--- config.mk ---
export PLATFORM = sky130hd
export DESIGN_NAME = cr3_fifo
export DESIGN_NICKNAME = d
export VERILOG_FILES = /design/src/hdl/cr3_pkg.sv /design/src/hdl/cr3_fifo.sv
export SDC_FILE = /design/constraint.sdc
export NUM_CORES = 1
export LEC_CHECK = 0
export BUFFER_PORTS_ARGS = -buffer_cell sky130_fd_sc_hd__buf_2
export CORE_MARGIN = 2
export CORE_UTILIZATION = 55
export DETAILED_ROUTE_END_ITERATION = 8
export GPL_TIMING_DRIVEN = 0
export HOLD_SLACK_MARGIN = 0.03
export PLACE_DENSITY_LB_ADDON = 0.3
export SLEW_MARGIN = 10
export SYNTH_ARGS = -nofsm -noshare
export SYNTH_HDL_FRONTEND = slang
export SYNTH_SLANG_ARGS = --single-unit
--- constraint.sdc ---
create_clock -name clk -period 28.3 [get_ports clk]
set_input_delay 2.83 -clock clk [delete_from_list [all_inputs] [get_ports clk]]
set_output_delay 2.83 -clock clk [all_outputs]
set_load 0.1 [all_outputs]
--- src/hdl/cr3_pkg.sv ---
// Shared types and constants for the 3x3 Cramer solver.
// No dependencies.
`timescale 1ns / 1ps
package cr3_pkg;
  localparam int ELEM_W     = 16;
  localparam int NUM_ELEMS  = 12;
  localparam int IN_W       = ELEM_W * NUM_ELEMS;
  localparam int DET_W      = 49;
  localparam int MAG_W      = 48;
  localparam int Q_W        = 32;
  localparam int OUT_W      = 3 * Q_W;
  localparam int USER_W     = 2;
  localparam int FIFO_DEPTH = 8;
  localparam int PTR_W      = $clog2(FIFO_DEPTH);
  localparam int CNT_W      = PTR_W + 1;

  localparam int USER_SOLVED = 0;
  localparam int USER_SAT    = 1;

  typedef logic signed [DET_W-1:0] det_t;

  // One classified system: main determinant and the column-replaced ones.
  typedef struct packed {
    logic solved;
    det_t den;
    det_t num0;
    det_t num1;
    det_t num2;
  } sys_t;
endpackage

--- src/hdl/cr3_fifo.sv ---
// Short register queue between front and back ends.
// Depends on cr3_pkg. Never overflows: the front end holds a credit count.
`timescale 1ns / 1ps
module cr3_fifo (
  input  logic          clk,
  input  logic          rst,
  input  logic          push,
  input  cr3_pkg::sys_t push_data,
  input  logic          pop,
  output logic          empty,
  output cr3_pkg::sys_t rd_data
);
  cr3_pkg::sys_t             q [cr3_pkg::FIFO_DEPTH];
  logic [cr3_pkg::PTR_W-1:0] wr_ptr;
  logic [cr3_pkg::PTR_W-1:0] rd_ptr;
  logic [cr3_pkg::CNT_W-1:0] count;

  assign empty   = (count == '0);
  assign rd_data = q[rd_ptr];

  always_ff @(posedge clk) begin
    if (rst) begin
      wr_ptr <= '0;
      rd_ptr <= '0;
      count  <= '0;
    end else begin
      if (push) begin
        wr_ptr <= wr_ptr + 1'b1;
      end
      if (pop) begin
        rd_ptr <= rd_ptr + 1'b1;
      end
      count <= count + cr3_pkg::CNT_W'(push) - cr3_pkg::CNT_W'(pop);
    end
  end

  always_ff @(posedge clk) begin
    if (push) begin
      q[wr_ptr] <= push_data;
    end
  end
endmodule

# ---- After elaboration in Yosys (flattened, before gate mapping)
# Memories as Yosys holds them, arrays and structs flattened. A register that Yosys moved wholly into a read port is not among the register bits.
# Cells that the tools add are included.
dict set report totals {
  register_bits 10
  mem_bits_rw 1576
  inputBits 201
  output_inout_bits 198
  word_cells 13
  memories 1
}
dict set report op_classes {
  add_sub_neg 4
  n_mux 4
  reduce_logical 1
}
# memory words width rd rd_ports_with_merged_regs wr line
set mem_list {}
lappend mem_list {q 8 197 1 1 1 cr3_fifo.sv:13} ;# cr3_pkg::sys_t q [cr3_pkg::FIFO_DEPTH];
# cell count
set ops {}
lappend ops {{$add 3x1->3 const B} 2}
lappend ops {{$mux 3} 2}
lappend ops {{$add 4x1->4} 1}
lappend ops {{$logic_not 4->1} 1}
lappend ops {{$sub 4x1->4} 1}
lappend ops {{$mux 1} 2}

# ---- Longest topological paths before layout
dict set report depth {
  ltp_word 3
  mapped_depth 8
  ltp_nobuf 8
}

# ---- Least setup slack after synthesis
# OpenSTA, ideal clock, no wires.
dict set report synth_timing {
  path_kind {input to register}
  start {input push}
  end {memory q[0][0] in the netlist's numbering (enable)}
  setup_time_ns 0.996
  t_arrival_ns 16.188
  required_time_ns 27.304
  setup_slack_ns 11.117
  stages 2
  n_path_buf 0
  path_cell_list {nand2b_1 nor3_1}
}
dict set report synth_via {
  elab_chain_len 2
}
# item line
set synth_rtl {}
lappend synth_rtl {{from (decl)} cr3_fifo.sv:7} ;# input logic push,
lappend synth_rtl {{$mux 1} cr3_fifo.sv:38} ;# if (push) begin
lappend synth_rtl {{$mux 1 (not written as such)} cr3_fifo.sv:39} ;# q[wr_ptr] <= push_data;
lappend synth_rtl {{to (decl)} cr3_fifo.sv:13}
# Every way passes these cells.

==> key figures <==
Status
  • Status: finished clean

Hold path
  • Hold Path Cell Cnt: 2
  • Hold path start: rd_ptr[2]
  • Hold Path Class: reg -> reg

Synth
  • Cells after Synth: 2,345
  • Ys Warns: 0
  • Cell area after synthesis: 59,800 um2
  • Ys flop type: edfxtp_1
  • Post-synth ARST share: 0%
  • Synthesized net count: 2,554
  • Synthesis-stage register bit count: 1,589
  • Synthesized area per cell: 25.5 um2
  • Sequential area share after synthesis: 79.6%
  • Post-synth EDFFs: 1,576
  • Distinct cell type count after synthesis: 23

Global route
  • Vias in the first global route: 28,937
  • Global-route wire length before repair: 191,000 um
  • Largest net degree at the start of global routing: 23
  • Initial antenna violation count: 44
  • Grt ovf: 0
  • GRT Util Overall: 23.9%

Floorplanning
  • Core ar.: 108,000 um2
  • Die area: 111,000 um2
  • Num ports: 399
  • Row count: 120
  • Initial core utilization: 55.6%
  • DIE HEIGHT: 334 um
  • Die Wd: 334 um

STA
  • Min Tclk post-route: 6.54 ns
  • Final setup margin: 21.76 ns
  • Final period util: 23.1%
  • Clk_skew: 0.0184 ns
  • Worst-Margin Slew: 1.16 ns
  • Max-slew violations: 0
  • Fmax achieved: 153 MHz
  • Fin Setup TNS: 0 ns
  • RSZ-0062 raised after global routing: no
  • Final Setup Violations: 0
  • Worst slew margin: 22.6%
  • Hold Fails Final Rpt: 0
  • Hold_ws: 0.559 ns

Routing
  • WL/cell: 28.7 um
  • Post-route ant nets: 0
  • Detail-routed via count per cell: 6.03
  • Violation count after the first detailed-route iteration: 2,509
  • Via count: 27,602
  • Remaining DRCs: 0
  • Drt total wl: 131,000 um
  • Drt pass-1 iters: 5

Pwr
  • Seq pwr share: 48.6%
  • P per Cell Area: 77.5 nW/um2
  • Cell-internal power: 4.06 mW
  • Worst vdd ir: 0.0712 mV
  • Pleak: 22.9 nW
  • Psw: 1.43 mW
  • Sw frac: 26.0%
  • Combinational Power Share: 14.0%
  • Clock power share: 37.4%

CTS
  • Clock-pin slew of the registers on the worst-case setup and hold paths: 0.06 ns
  • Clk sinks: 1,589
  • CTS HTree Levels: 4
  • Clock tree buffer depth: 3
  • Post_cts resized: 0
  • Num CTS Buffers: 157
  • # hold bufs at CTS: 0
  • Number of setup buffers added after CTS: 0
  • CTS tree: yes
  • Root buf cell: clkbuf_16
  • Clk_lat worst skew: 0.76 ns

Worst setup path
  • Crit. End Element: output port
  • Top delay family on crit path: buffers and inverters
  • R2R cell count: 9
  • Worst-path maximum fanout: 10
  • WS Path Type: reg -> out
  • Reg2reg end: q[0][108]
  • Slowest library cell on the worst path: clkbuf_1
  • R2r setup slk: 25.20 ns
  • Crit path buf inv count: 4
  • CP max stage delay: 0.83 ns
  • Worst path arrival time: 3.71 ns
  • Setup crit start kind: register
  • R2R Path Start: wr_ptr[2]
  • Critical Path, Cell by Cell: buf_2, clkbuf_1, clkbuf_1, mux2_2, buf_2
  • Required time of the critical path: 25.47 ns

Cells and area
  • Share of post-route cells with drive strength above 1: 44.9%
  • P&R area growth vs syn: 18.4%
  • Fin nets: 3,236

Placement
  • Post-Place Setup Slack: 22.46 ns
  • IO buf count: 398
  • DPL Wire Length: 84,900 um
  • Final GP Congestion: 0.736

Run
  • Total of max-cap violations: 0
[layer usage]
| metal | global-route usage [%] | vias up | part of all wire, % |
|---|---|---|---|
| met5 | 0 | - | 0.16 |
| met4 | 7.91 | 40 | 2.6 |
| met3 | 5.78 | 228 | 8.0 |
| met2 | 38.7 | 1078 | 50 |
| met1 | 32.5 | 14722 | 39 |
| li1 | - | 11534 | - |
[state kept, by name (all words and copies together), names as in the netlist, named ones only]
name / cells
wr_ptr: 3
q: 1576
rd_ptr: 3
count: 4
[area by class of cell]
class / count / area (um2)
fill: 6720 / 36700
multi-input combinational: 638 / 11500
inverter: 7 / 26.3
tap: 1403 / 1760
clock inverter: 96 / 977
clock buffer: 192 / 4170
timing repair buffer: 523 / 4020
buffer: 111 / 762
antenna: 19 / 47.5
sequential: 1589 / 47600
[cells by family after synthesis]
kind of cell,share of synthesized area [%]
AO/OA/AOI/OAI,0.0314
AND/OR/NAND/NOR,0.213
buffers and inverters,1.32
flip-flops,79.6
XOR/XNOR,0.0733
multiplexers,18.6
adder cells (fa/ha/maj),0.180
[worst reg2reg max path, cell delays in order (launching register included)]
cell and delay [ns]:
dfxtp_1 0.33, nand2b_1 0.31, nor3_2 0.70, buf_6 0.25
buf_4 0.22, buf_8 0.17, buf_4 0.21, buf_6 0.17
buf_4 0.21, buf_4 0.23
[Yosys cell counts, drive strengths merged (3+ instances only)]
master	n	share of area (%)
nor2	16	0.10
edfxtp	1576	79
ha	7	0.15
dfxtp	13	0.44
mux2	197	3.7
nand2b	4	0.042
mux4	394	15
inv	7	0.044
clkbuf	26	0.16
xor2	3	0.044
buf	85	1.1
nand2	4	0.025
[through the flow]
stage          instance area (um2)  power (mW)  std cells  util (%)
6_report                     70800        5.49       4578      65.9
5_1_grt                      70800        5.65       4570      65.8
4_1_cts                      70800        5.53       4559      65.8
3_5_place_dp                 65600        3.49       4271      61.0
3_3_place_gp                 63500        3.50       4146      59.1
2_1_floorplan                59800        3.32       2345         -
[power by group through the flow]
stage / Combinational [mW] / Clock, mW / Sequential [mW]
after floorplan: 0.585 / 0 / 2.73
after global placement: 0.742 / 0 / 2.76
after detailed placement: 0.773 / 0 / 2.71
after CTS: 0.776 / 2.09 / 2.67
after global routing: 0.800 / 2.18 / 2.67
final: 0.769 / 2.05 / 2.66
[worst max-delay path by stage]
| stage | to | start | depth (start not counted) |
|---|---|---|---|
| CTS | rd_data[146] | register | 5 |
| global route | rd_data[138] | register | 5 |
| floorplan | q[0][0] | push | 2 |
| finish | rd_data[138] | register | 5 |
| detailed placement | rd_data[126] | register | 5 |
| global placement | q[4][108] | push | 3 |
[layout by cell type, fill, tap and decap left out, drive strengths merged, types with 3 or more instances in the layout]
master / instances
buf: 608
ha: 7
edfxtp: 1576
inv: 12
bufinv: 17
clkbuf: 218
dfxtp: 13
mux2: 197
nand2: 4
mux4: 394
xor2: 3
clkinv: 72
diode: 19
nand2b: 4
nor2: 16
No activity file was read; power rests on OpenSTA's default activity.
